===== src/ascdq_pkg.sv =====
// ----------------------------------------------------------------------------
// ascdq_pkg
// Shared types, codes and tables for the ASCII decimal to Q7.8 converter.
// ----------------------------------------------------------------------------
`default_nettype none

package ascdq_pkg;

    localparam int MAX_FRAC_DIGITS_DEF = 6;
    localparam int FRAC_BITS           = 8;
    localparam int POW_W               = 24;

    localparam logic [7:0] CH_NUL   = 8'h00;
    localparam logic [7:0] CH_MINUS = 8'h2D;
    localparam logic [7:0] CH_DOT   = 8'h2E;
    localparam logic [7:0] CH_COMMA = 8'h2C;
    localparam logic [7:0] CH_ZERO  = 8'h30;
    localparam logic [7:0] CH_NINE  = 8'h39;

    localparam logic [1:0] STAT_OK     = 2'd0;
    localparam logic [1:0] STAT_SYNTAX = 2'd1;
    localparam logic [1:0] STAT_RANGE  = 2'd2;

    localparam logic [7:0] POS_LIMIT = 8'd127;
    localparam logic [7:0] NEG_LIMIT = 8'd128;

    typedef enum logic [2:0] {
        PH_START = 3'd0,
        PH_SIGN  = 3'd1,
        PH_INT   = 3'd2,
        PH_SEP   = 3'd3,
        PH_FRAC  = 3'd4
    } t_phase;

    typedef enum logic [1:0] {
        ST_IN  = 2'd0,
        ST_DIV = 2'd1,
        ST_OUT = 2'd2
    } t_state;

    typedef struct packed {
        logic busy;
        logic done;
    } t_div_sts;

    function automatic logic [POW_W-1:0] pow10(input logic [2:0] n);
        logic [POW_W-1:0] p;
        case (n)
            3'd0:    p = 24'd1;
            3'd1:    p = 24'd10;
            3'd2:    p = 24'd100;
            3'd3:    p = 24'd1000;
            3'd4:    p = 24'd10000;
            3'd5:    p = 24'd100000;
            3'd6:    p = 24'd1000000;
            default: p = 24'd10000000;
        endcase
        return p;
    endfunction

endpackage

`default_nettype wire


===== src/ascdq_div.sv =====
// ----------------------------------------------------------------------------
// ascdq_div
// Restoring divider: one compare-subtract per cycle, eight quotient bits of
// (num * 256) / den, with num known to be below den.
// ----------------------------------------------------------------------------
`default_nettype none

module ascdq_div #(
    parameter int FRAC_W = 20
) (
    input  wire  logic                             i_clk,
    input  wire  logic                             i_rst_n,
    input  wire  logic                             i_start,
    input  wire  logic [FRAC_W-1:0]                i_num,
    input  wire  logic [FRAC_W-1:0]                i_den,
    output logic [ascdq_pkg::FRAC_BITS-1:0]        o_quot,
    output ascdq_pkg::t_div_sts                    o_sts
);

    localparam int CNT_W = $clog2(ascdq_pkg::FRAC_BITS);
    localparam logic [CNT_W-1:0] CNT_LAST = CNT_W'(ascdq_pkg::FRAC_BITS - 1);

    logic [FRAC_W-1:0]                r_rem;
    logic [FRAC_W-1:0]                r_den;
    logic [ascdq_pkg::FRAC_BITS-1:0]  r_quot;
    logic [CNT_W-1:0]                 r_cnt;
    logic                             r_busy;
    logic                             r_done;
    logic [FRAC_W:0]                  w_shift;
    logic                             w_fit;
    logic [FRAC_W:0]                  w_diff;

    assign w_shift = {r_rem, 1'b0};
    assign w_fit   = (w_shift >= {1'b0, r_den});
    assign w_diff  = w_shift - {1'b0, r_den};

    always_ff @(posedge i_clk) begin
        if (!i_rst_n) begin
            r_busy <= 1'b0;
            r_done <= 1'b0;
            r_cnt  <= '0;
        end else begin
            r_done <= 1'b0;
            if (i_start && !r_busy) begin
                r_busy <= 1'b1;
                r_cnt  <= '0;
            end else if (r_busy) begin
                r_cnt <= r_cnt + 1'b1;
                if (r_cnt == CNT_LAST) begin
                    r_busy <= 1'b0;
                    r_done <= 1'b1;
                end
            end
        end
    end

    always_ff @(posedge i_clk) begin
        if (i_start && !r_busy) begin
            r_rem  <= i_num;
            r_den  <= i_den;
            r_quot <= '0;
        end else if (r_busy) begin
            r_rem  <= w_fit ? w_diff[FRAC_W-1:0] : w_shift[FRAC_W-1:0];
            r_quot <= {r_quot[ascdq_pkg::FRAC_BITS-2:0], w_fit};
        end
    end

    assign o_quot     = r_quot;
    assign o_sts.busy = r_busy;
    assign o_sts.done = r_done;

endmodule

`default_nettype wire


===== src/ascii_decimal_to_q7_8.sv =====
// Order: a terminator that ends a valid number starts the divider, and its
//   result is registered when the divider is done; a malformed number gives
//   its result the next cycle.
// Throughput: one character per cycle; no word is taken while the divider
//   runs or a result waits.
// Reset: synchronous, active low; clears the parser and the output valid.
// ----------------------------------------------------------------------------
// ascii_decimal_to_q7_8
// Streaming parser of ASCII decimal numbers giving a Q7.8 value and status.
// ----------------------------------------------------------------------------
`default_nettype none

module ascii_decimal_to_q7_8 #(
    parameter int MAX_FRAC_DIGITS = ascdq_pkg::MAX_FRAC_DIGITS_DEF
) (
    input  wire  logic               i_clk,
    input  wire  logic               i_rst_n,
    input  wire  logic               i_valid,
    output logic                     o_ready,
    input  wire  logic [7:0]         i_char_code,
    output logic                     o_valid,
    input  wire  logic               i_ready,
    output logic signed [15:0]       o_fixed_value,
    output logic [1:0]               o_status
);

    localparam int FRAC_W = $clog2(10 ** MAX_FRAC_DIGITS);
    localparam logic [2:0] MAX_DIG = 3'(MAX_FRAC_DIGITS);

    ascdq_pkg::t_state   r_state, n_state;
    ascdq_pkg::t_phase   r_phase, n_phase;
    logic                r_neg, n_neg;
    logic [7:0]          r_whole, n_whole;
    logic [FRAC_W-1:0]   r_frac, n_frac;
    logic [2:0]          r_digits, n_digits;
    logic                r_bad, n_bad;
    logic [15:0]         r_value, n_value;
    logic [1:0]          r_status, n_status;

    logic                         w_accept;
    logic                         w_digit;
    logic                         w_sep;
    logic [3:0]                   w_d;
    logic [11:0]                  w_wsum;
    logic [FRAC_W+3:0]            w_fsum;
    logic [ascdq_pkg::POW_W-1:0]  w_pow;
    logic                         w_start;
    logic [ascdq_pkg::FRAC_BITS-1:0] w_quot;
    ascdq_pkg::t_div_sts          w_div_sts;
    logic [15:0]                  w_mag;

    assign w_accept = i_valid && o_ready;
    assign w_digit  = (i_char_code >= ascdq_pkg::CH_ZERO) && (i_char_code <= ascdq_pkg::CH_NINE);
    assign w_sep    = (i_char_code == ascdq_pkg::CH_DOT) || (i_char_code == ascdq_pkg::CH_COMMA);
    assign w_d      = i_char_code[3:0];
    assign w_wsum   = {1'b0, r_whole, 3'b000} + {3'b000, r_whole, 1'b0} + {8'd0, w_d};
    assign w_fsum   = {1'b0, r_frac, 3'b000} + {3'b000, r_frac, 1'b0} + {FRAC_W'(0), w_d};
    assign w_pow    = ascdq_pkg::pow10(r_digits);
    assign w_mag    = {r_whole, w_quot};

    ascdq_div #(
        .FRAC_W (FRAC_W)
    ) u_div (
        .i_clk   (i_clk),
        .i_rst_n (i_rst_n),
        .i_start (w_start),
        .i_num   (r_frac),
        .i_den   (w_pow[FRAC_W-1:0]),
        .o_quot  (w_quot),
        .o_sts   (w_div_sts)
    );

    always_ff @(posedge i_clk) begin
        if (!i_rst_n) begin
            r_state  <= ascdq_pkg::ST_IN;
            r_phase  <= ascdq_pkg::PH_START;
            r_neg    <= 1'b0;
            r_whole  <= '0;
            r_frac   <= '0;
            r_digits <= '0;
            r_bad    <= 1'b0;
        end else begin
            r_state  <= n_state;
            r_phase  <= n_phase;
            r_neg    <= n_neg;
            r_whole  <= n_whole;
            r_frac   <= n_frac;
            r_digits <= n_digits;
            r_bad    <= n_bad;
        end
    end

    always_ff @(posedge i_clk) begin
        r_value  <= n_value;
        r_status <= n_status;
    end

    always_comb begin
        n_state  = r_state;
        n_phase  = r_phase;
        n_neg    = r_neg;
        n_whole  = r_whole;
        n_frac   = r_frac;
        n_digits = r_digits;
        n_bad    = r_bad;
        n_value  = r_value;
        n_status = r_status;
        w_start  = 1'b0;
        o_ready  = 1'b0;
        o_valid  = 1'b0;

        unique case (r_state)
            ascdq_pkg::ST_IN: begin
                o_ready = 1'b1;
                if (w_accept && (i_char_code == ascdq_pkg::CH_NUL)) begin
                    if (r_bad || !((r_phase == ascdq_pkg::PH_INT) ||
                                   (r_phase == ascdq_pkg::PH_FRAC))) begin
                        n_value  = '0;
                        n_status = ascdq_pkg::STAT_SYNTAX;
                        n_state  = ascdq_pkg::ST_OUT;
                        n_phase  = ascdq_pkg::PH_START;
                        n_neg    = 1'b0;
                        n_whole  = '0;
                        n_frac   = '0;
                        n_digits = '0;
                        n_bad    = 1'b0;
                    end else begin
                        w_start = !w_div_sts.busy;
                        n_state = ascdq_pkg::ST_DIV;
                    end
                end else if (w_accept && !r_bad) begin
                    unique case (r_phase)
                        ascdq_pkg::PH_START, ascdq_pkg::PH_SIGN, ascdq_pkg::PH_INT: begin
                            if ((r_phase == ascdq_pkg::PH_START) &&
                                (i_char_code == ascdq_pkg::CH_MINUS)) begin
                                n_neg   = 1'b1;
                                n_phase = ascdq_pkg::PH_SIGN;
                            end else if (w_digit) begin
                                n_whole = (w_wsum > 12'd255) ? 8'd255 : w_wsum[7:0];
                                n_phase = ascdq_pkg::PH_INT;
                            end else if (w_sep && (r_phase == ascdq_pkg::PH_INT)) begin
                                n_phase = ascdq_pkg::PH_SEP;
                            end else begin
                                n_bad = 1'b1;
                            end
                        end
                        ascdq_pkg::PH_SEP, ascdq_pkg::PH_FRAC: begin
                            if (w_digit && (r_digits < MAX_DIG)) begin
                                n_frac   = w_fsum[FRAC_W-1:0];
                                n_digits = r_digits + 3'd1;
                                n_phase  = ascdq_pkg::PH_FRAC;
                            end else begin
                                n_bad = 1'b1;
                            end
                        end
                        default: n_bad = 1'b1;
                    endcase
                end
            end
            ascdq_pkg::ST_DIV: begin
                if (w_div_sts.done) begin
                    if ((!r_neg && (r_whole > ascdq_pkg::POS_LIMIT)) ||
                        (r_neg && (r_whole > ascdq_pkg::NEG_LIMIT)) ||
                        (r_neg && (r_whole == ascdq_pkg::NEG_LIMIT) && (w_quot != '0))) begin
                        n_value  = '0;
                        n_status = ascdq_pkg::STAT_RANGE;
                    end else begin
                        n_value  = r_neg ? (16'd0 - w_mag) : w_mag;
                        n_status = ascdq_pkg::STAT_OK;
                    end
                    n_state  = ascdq_pkg::ST_OUT;
                    n_phase  = ascdq_pkg::PH_START;
                    n_neg    = 1'b0;
                    n_whole  = '0;
                    n_frac   = '0;
                    n_digits = '0;
                    n_bad    = 1'b0;
                end
            end
            ascdq_pkg::ST_OUT: begin
                o_valid = 1'b1;
                if (i_ready) begin
                    n_state = ascdq_pkg::ST_IN;
                end
            end
            default: n_state = ascdq_pkg::ST_IN;
        endcase
    end

    assign o_fixed_value = r_value;
    assign o_status      = r_status;

endmodule

`default_nettype wire


===== config.mk =====
export PLATFORM = sky130hd
export DESIGN_NAME = ascii_decimal_to_q7_8
export DESIGN_NICKNAME = d
export VERILOG_FILES = /design/src/ascdq_pkg.sv /design/src/ascdq_div.sv /design/src/ascii_decimal_to_q7_8.sv
export SDC_FILE = /design/constraint.sdc
export NUM_CORES = 1
export LEC_CHECK = 0
export ABC_AREA = 1
export BUFFER_PORTS_ARGS = -buffer_cell sky130_fd_sc_hd__buf_2
export CAP_MARGIN = 20
export CORE_MARGIN = 2
export CORE_UTILIZATION = 57
export CTS_CLUSTER_SIZE = 40
export DETAILED_ROUTE_END_ITERATION = 16
export HOLD_SLACK_MARGIN = 0.15
export PLACE_DENSITY_LB_ADDON = 0.2
export SYNTH_ARGS = -nofsm -noshare
export SYNTH_HDL_FRONTEND = slang
export SYNTH_HIERARCHICAL = 1
export SYNTH_SLANG_ARGS = --single-unit

===== constraint.sdc =====
create_clock -name i_clk -period 2.52 [get_ports i_clk]
set_input_delay 0.252 -clock i_clk [delete_from_list [all_inputs] [get_ports i_clk]]
set_output_delay 0.252 -clock i_clk [all_outputs]
set_load 0.1 [all_outputs]

; After elaboration in Yosys (flattened, before gate mapping)
; Cells that the tools add are included.
[op_classes]
n_addsub = 8
n_mul = 0
n_div = 0
n_lt_le_gt_ge = 7
n_eq_ne = 36
shifts = 0
muxes = 75
bitwise_logic = 2
n_reduce_logical = 39
[ops]
columns = operator, count
row1 = $mux W20, 9
row2 = $pmux W20 S7, 1
row3 = $mux W16, 5
row4 = $mux W8, 8
row5 = $pmux W20 S2, 1
row6 = $mux W3, 12
row7 = $pmux W16 S2, 1
row8 = $eq A8 B6 Y1 const B, 3
row9 = $ge A21 B20 Y1, 1
row10 = $mux W1, 21
row11 = $add A20 B20 Y20, 1
row12 = $add A20 B4 Y20, 1
row13 = $ne A4 B4 Y1 const B, 5
row14 = $sub A20 B20 Y20, 1
row15 = $ne A3 B3 Y1 const B, 6
row16 = $pmux W3 S2, 3
row17 = $mux W2, 8
row18 = $pmux W8 S2, 1
row19 = $sub A1 B16 Y16 const A, 1
row20 = $eq A3 B3 Y1 const B, 5
row21 = $reduce_and A7 Y1, 2
row22 = $add A11 B9 Y12, 1
row23 = $add A12 B4 Y12, 1
row24 = $eq A3 B2 Y1 const B, 4
row25 = 34 further kinds, 65
[totals]
regBits = 109
latch_bits = 0
ram_bits = 0
mem_bits_ro = 0
input_bits = 12
elab_cells = 182
n_memories = 0

; Longest topological paths before layout
[depth]
depth_word = 10
depth_mapped = 15
depth_no_buf = 14

; Hierarchy
; Netlist, hierarchy kept.
[modules_own_cells]
columns = mod, instances, cells_each, area_each_um2, seq_area_each_um2
row1 = ascii_decimal_to_q7_8, 1, 662, 4743.3, 1301.2
row2 = ascdq_div, 1, 490, 3629.7, 1461.4

; Worst setup path before layout
; No wires, ideal clock.
[synth_path]
path_kind = register -> register
startpoint = reg r_state[1]
endpoint = reg u_div.r_den[0] (enable)
setup_time_ps = 392
t_arrival_ps = 2433
setup_slack_ps = -304
stages_incl_launch_ff = 9
synth_period_minus_slack_ps = 2824
path_cell_list = dfxtp_1 > nor2_4 > nand2_2 > nor2_4 > nand2_2 > nor3_1 > inv_1 > nor2_1 > clkbuf_1
[synth_via]
elab_chain_cells = 7
[synth_lines]
columns = element, line_no
row1 = start: declaration, ascii_decimal_to_q7_8.sv:30  ; ascdq_pkg::t_state r_state, n_state;
row2 = start signal: assignment, ascii_decimal_to_q7_8.sv:75  ; r_state <= ascdq_pkg::ST_IN;
row3 = start signal: assignment, ascii_decimal_to_q7_8.sv:83  ; r_state <= n_state;
row4 = $logic_not A2 Y1, ascii_decimal_to_q7_8.sv:112  ; unique case (r_state)
row5 = $mux W1, ascii_decimal_to_q7_8.sv:112
row6 = named net o_ready, ascii_decimal_to_q7_8.sv:19  ; output logic o_ready,
row7 = $logic_and A1 B1 Y1, ascii_decimal_to_q7_8.sv:52  ; assign w_accept = i_valid && o_ready;
row8 = $logic_and A1 B1 Y1, ascii_decimal_to_q7_8.sv:115  ; if (w_accept && (i_char_code == ascdq_pkg::CH_NUL)) begin
row9 = $mux W1, ascii_decimal_to_q7_8.sv:115
row10 = $mux W1, ascii_decimal_to_q7_8.sv:112
row11 = named net w_start, ascii_decimal_to_q7_8.sv:47  ; logic w_start;
row12 = $logic_and A1 B1 Y1, ascdq_div.sv:58  ; if (i_start && !r_busy) begin
row13 = end signal: assignment, ascdq_div.sv:60  ; r_den <= i_den;
row14 = end: declaration, ascdq_div.sv:24  ; logic [FRAC_W-1:0] r_den;
; The timed path passes the listed nets, and every way through them passes these cells.
; A chain may end at the register's enable or synchronous reset.

; Worst setup path after layout
[layout_path]
startpoint = reg r_frac[2]
endpoint = reg r_frac[16]
[layout_via]
elab_chain_cells = 7
[layout_lines]
columns = element, line_no
row1 = start: declaration, ascii_decimal_to_q7_8.sv:34  ; logic [FRAC_W-1:0] r_frac, n_frac;
row2 = start signal: assignment, ascii_decimal_to_q7_8.sv:87  ; r_frac <= n_frac;
row3 = $add A20 B20 Y20, ascii_decimal_to_q7_8.sv:57  ; assign w_fsum = {1'b0, r_frac, 3'b000} + {3'b000, r_frac, 1'b0} + {FRAC_W'(0), w_d};
row4 = $add A20 B4 Y20, ascii_decimal_to_q7_8.sv:57
row5 = $mux W20, ascii_decimal_to_q7_8.sv:148  ; if (w_digit && (r_digits < MAX_DIG)) begin
row6 = $mux W20, ascii_decimal_to_q7_8.sv:132  ; unique case (r_phase)
row7 = $mux W20, ascii_decimal_to_q7_8.sv:131  ; end else if (w_accept && !r_bad) begin
row8 = $mux W20, ascii_decimal_to_q7_8.sv:115
row9 = $pmux W20 S2, ascii_decimal_to_q7_8.sv:112
; Every way passes these cells. The select of a mux whose other input is x is not followed.

==> flow_summary.ini <==
[clock_tree]
cts.path.max_buffers = 2
tritoncts = built
clkTransAtPathRegs_ps = 80
cts_buffers = 9
cts_root_buf = clkbuf_16
insertion_delay_ps = 370
htree_levels = 3
cts.sinks = 109

[sta]
slew-limit-headroom = 0.586
rsz0062_at_grt = false
slew_viol_final = 0
period_needed_ps = 2310
tightest_slew_ps = 620
finClkSkew_ps = 12.0
finalSetupTns_ps = 0
setup_viol = 0
finalHoldViolations = 0
fin_crit_sh = 0.916
fmax_mhz = 433

[floorplan]
core_area_um2 = 14400
die_y_um = 125
io_pins = 32
num_rows = 44
fp.dieW_um = 125
start_util = 0.580
dieArea_um2 = 15700

[pwr]
clkPwrFrac = 0.433
p_per_area_nw_per_um2 = 385
intPower_mw = 2.64
combPwrFrac = 0.039
p_leak_nw = 4.53
swShare = 0.255
total_power_mw = 3.54
ir_drop_v = 0.000308
p_switching_mw = 0.902
p_seq_frac = 0.529

[critical_path]
cp-start-kind = flip-flop
crit_path_max_fanout = 4
cp-end-kind = flip-flop
cp.required_ps = 2760
arrival_ps = 2550
worstSetupPathType = reg -> reg

[synth]
yosysSeqAreaShare = 0.330
yosysTopAreaCell = edfxtp_1
syn_inst = 1152
synth_top_area_share = 0.208
synthDistinctLibCells = 46
synthesis.nets = 1246
syn_avg_cell_area_um2 = 7.27
synth_flop_cell = edfxtp_1
synth-edff-count = 58
netlist_area_um2 = 8370
ys_ff_latch = 109
synth_warnings = 6
ys_top_cells_by_area = edfxtp_1 (21%), nand2_1 (15%), dfxtp_1 (12%)
synth-async-reset-ratio = 0

[status]
status = complete, no violations

[final_layout]
final_common_cell = nand2_1
final_cells = 1384
fin_nets = 1289
fill_cells = 1345
layout_common_cells = nand2_1 (330), inv_1 (146), nor2_1 (115), nand3_1 (80), ha_1 (77)
antennaDiodeCount = 0
synthToLayoutAreaGrowth_pct = 9.64
drive_above_1_share = 0.133

[global_route]
grt_max_degree = 49
track_usage = 0.250
antenna_found_initial = 0
grt_first_pass_wirelength_um = 32400
grt_pass1_vias = 6830
overflow = 0

[drt]
vias_per_cell = 5.36
drt_iter0_drc = 551
wl_per_cell_um = 13.9
vias = 7420
drtPass1Iterations = 6
wl_um = 19200
drc = 0
antenna_left = 0

[placement]
gp_congestion = 0.945
io_buffers = 31
placedCellCount = 1366
hpwl_um = 14600

[run]
maxCapViolCount = 0

[hold_path]
hold_class = in -> reg
[synth_stat cells, drive strengths merged (9+ instances only)]
library cell    n
buf            14
inv           148
edfxtp         58
a21oi          77
clkbuf          9
xnor2          17
nand3b         12
dfxtp          51
nand2         344
o21ai          30
nor3            9
xor2           17
nand3          94
ha             77
nor2          147
or2            10
[timing repair]
item,4_1_cts,5_1_grt
endpoints found under the hold margin,1,0
gates resized for setup,0,7
endpoints found under the setup margin,0,15
setup buffers,0,1
hold buffers,1,0
[path summary, 6_finish.rpt]
kind                          to  slack (ps)            from  cells after the start
setup / recovery      r_frac[16]         210       r_frac[2]                     12
hold / removal         r_frac[0]         160  i_char_code[0]                      3
setup reg to reg      r_frac[16]         210       r_frac[2]                     12
hold reg to reg   u_div/r_cnt[1]         470  u_div/r_cnt[1]                      2
[critical path: stages, from the launching register on]
cell and delay [ps]:
dfxtp_1 370, fa_1 520, inv_1 60, fa_1 430, o21ai_1 150, buf_4 140
nand3_1 60, nand2_1 90, nand3_1 90, nand2_1 80, nand2_1 50, nand3_1 80
a21oi_1 60
[state kept, by name, indices dropped and copies added, names as in the netlist]
| register | count |
|---|---|
| o_fixed_value | 16 |
| r_neg | 1 |
| u_div/r_done | 1 |
| o_status | 2 |
| r_digits | 3 |
| u_div/r_busy | 1 |
| u_div/r_cnt | 3 |
| r_frac | 20 |
| u_div/r_rem | 20 |
| u_div/r_den | 20 |
| r_state | 2 |
| r_whole | 8 |
| u_div/o_quot | 8 |
| r_bad | 1 |
| r_phase | 3 |
[through the flow]
step	cell area, um^2	utilization	hold slack, ps	setup slack [ps]
2_1_floorplan	8370	-	364	61.9
3_3_place_gp	8830	0.612	455	121
3_5_place_dp	8830	0.612	465	78.9
4_1_cts	9160	0.635	156	130
5_1_grt	9180	0.636	180	7.49
6_report	9180	0.636	159	211
[power by group through the flow]
stage,registers [mW],clock network (mW),logic (mW)
after floorplan,1.92,0,0.0895
after detailed placement,1.91,0,0.135
final,1.87,1.53,0.137
after CTS,1.87,1.55,0.137
after global placement,1.91,0,0.133
after global routing,1.87,1.61,0.154
[logic make-up (layout without fill, tap and decap cells)]
kind of cell,Yosys count,in the layout,synth area share
compound gates,125,125,0.0852
buf+inv,173,221,0.0843
simple gates,628,628,0.338
flops,109,109,0.330
other cells,1,1,0.000448
fa+ha+maj,82,82,0.127
xor+xnor,34,34,0.0356
[per-layer routing]
metal  vias to the layer above  wire (um)  share of wire  global-route usage
li1                       3805          -              -                   -
met1                      3413       9700           0.51               0.379
met2                       188       8350           0.43               0.383
met3                        14        960          0.050              0.0308
met4                         0        193          0.010              0.0569
met5                         -          0              0                   0
[final cells by class]
type / instances / area [um^2] / area share
multi-input combinational: 870 / 4920 / 0.536
sequential: 109 / 2770 / 0.301
inverter: 150 / 563 / 0.0613
timing repair buffer: 55 / 375 / 0.0409
tap: 184 / 230 / 0.0251
clock buffer: 9 / 225 / 0.0245
clock inverter: 7 / 96.3 / 0.0105
No activity file was read; power rests on OpenSTA's default activity.
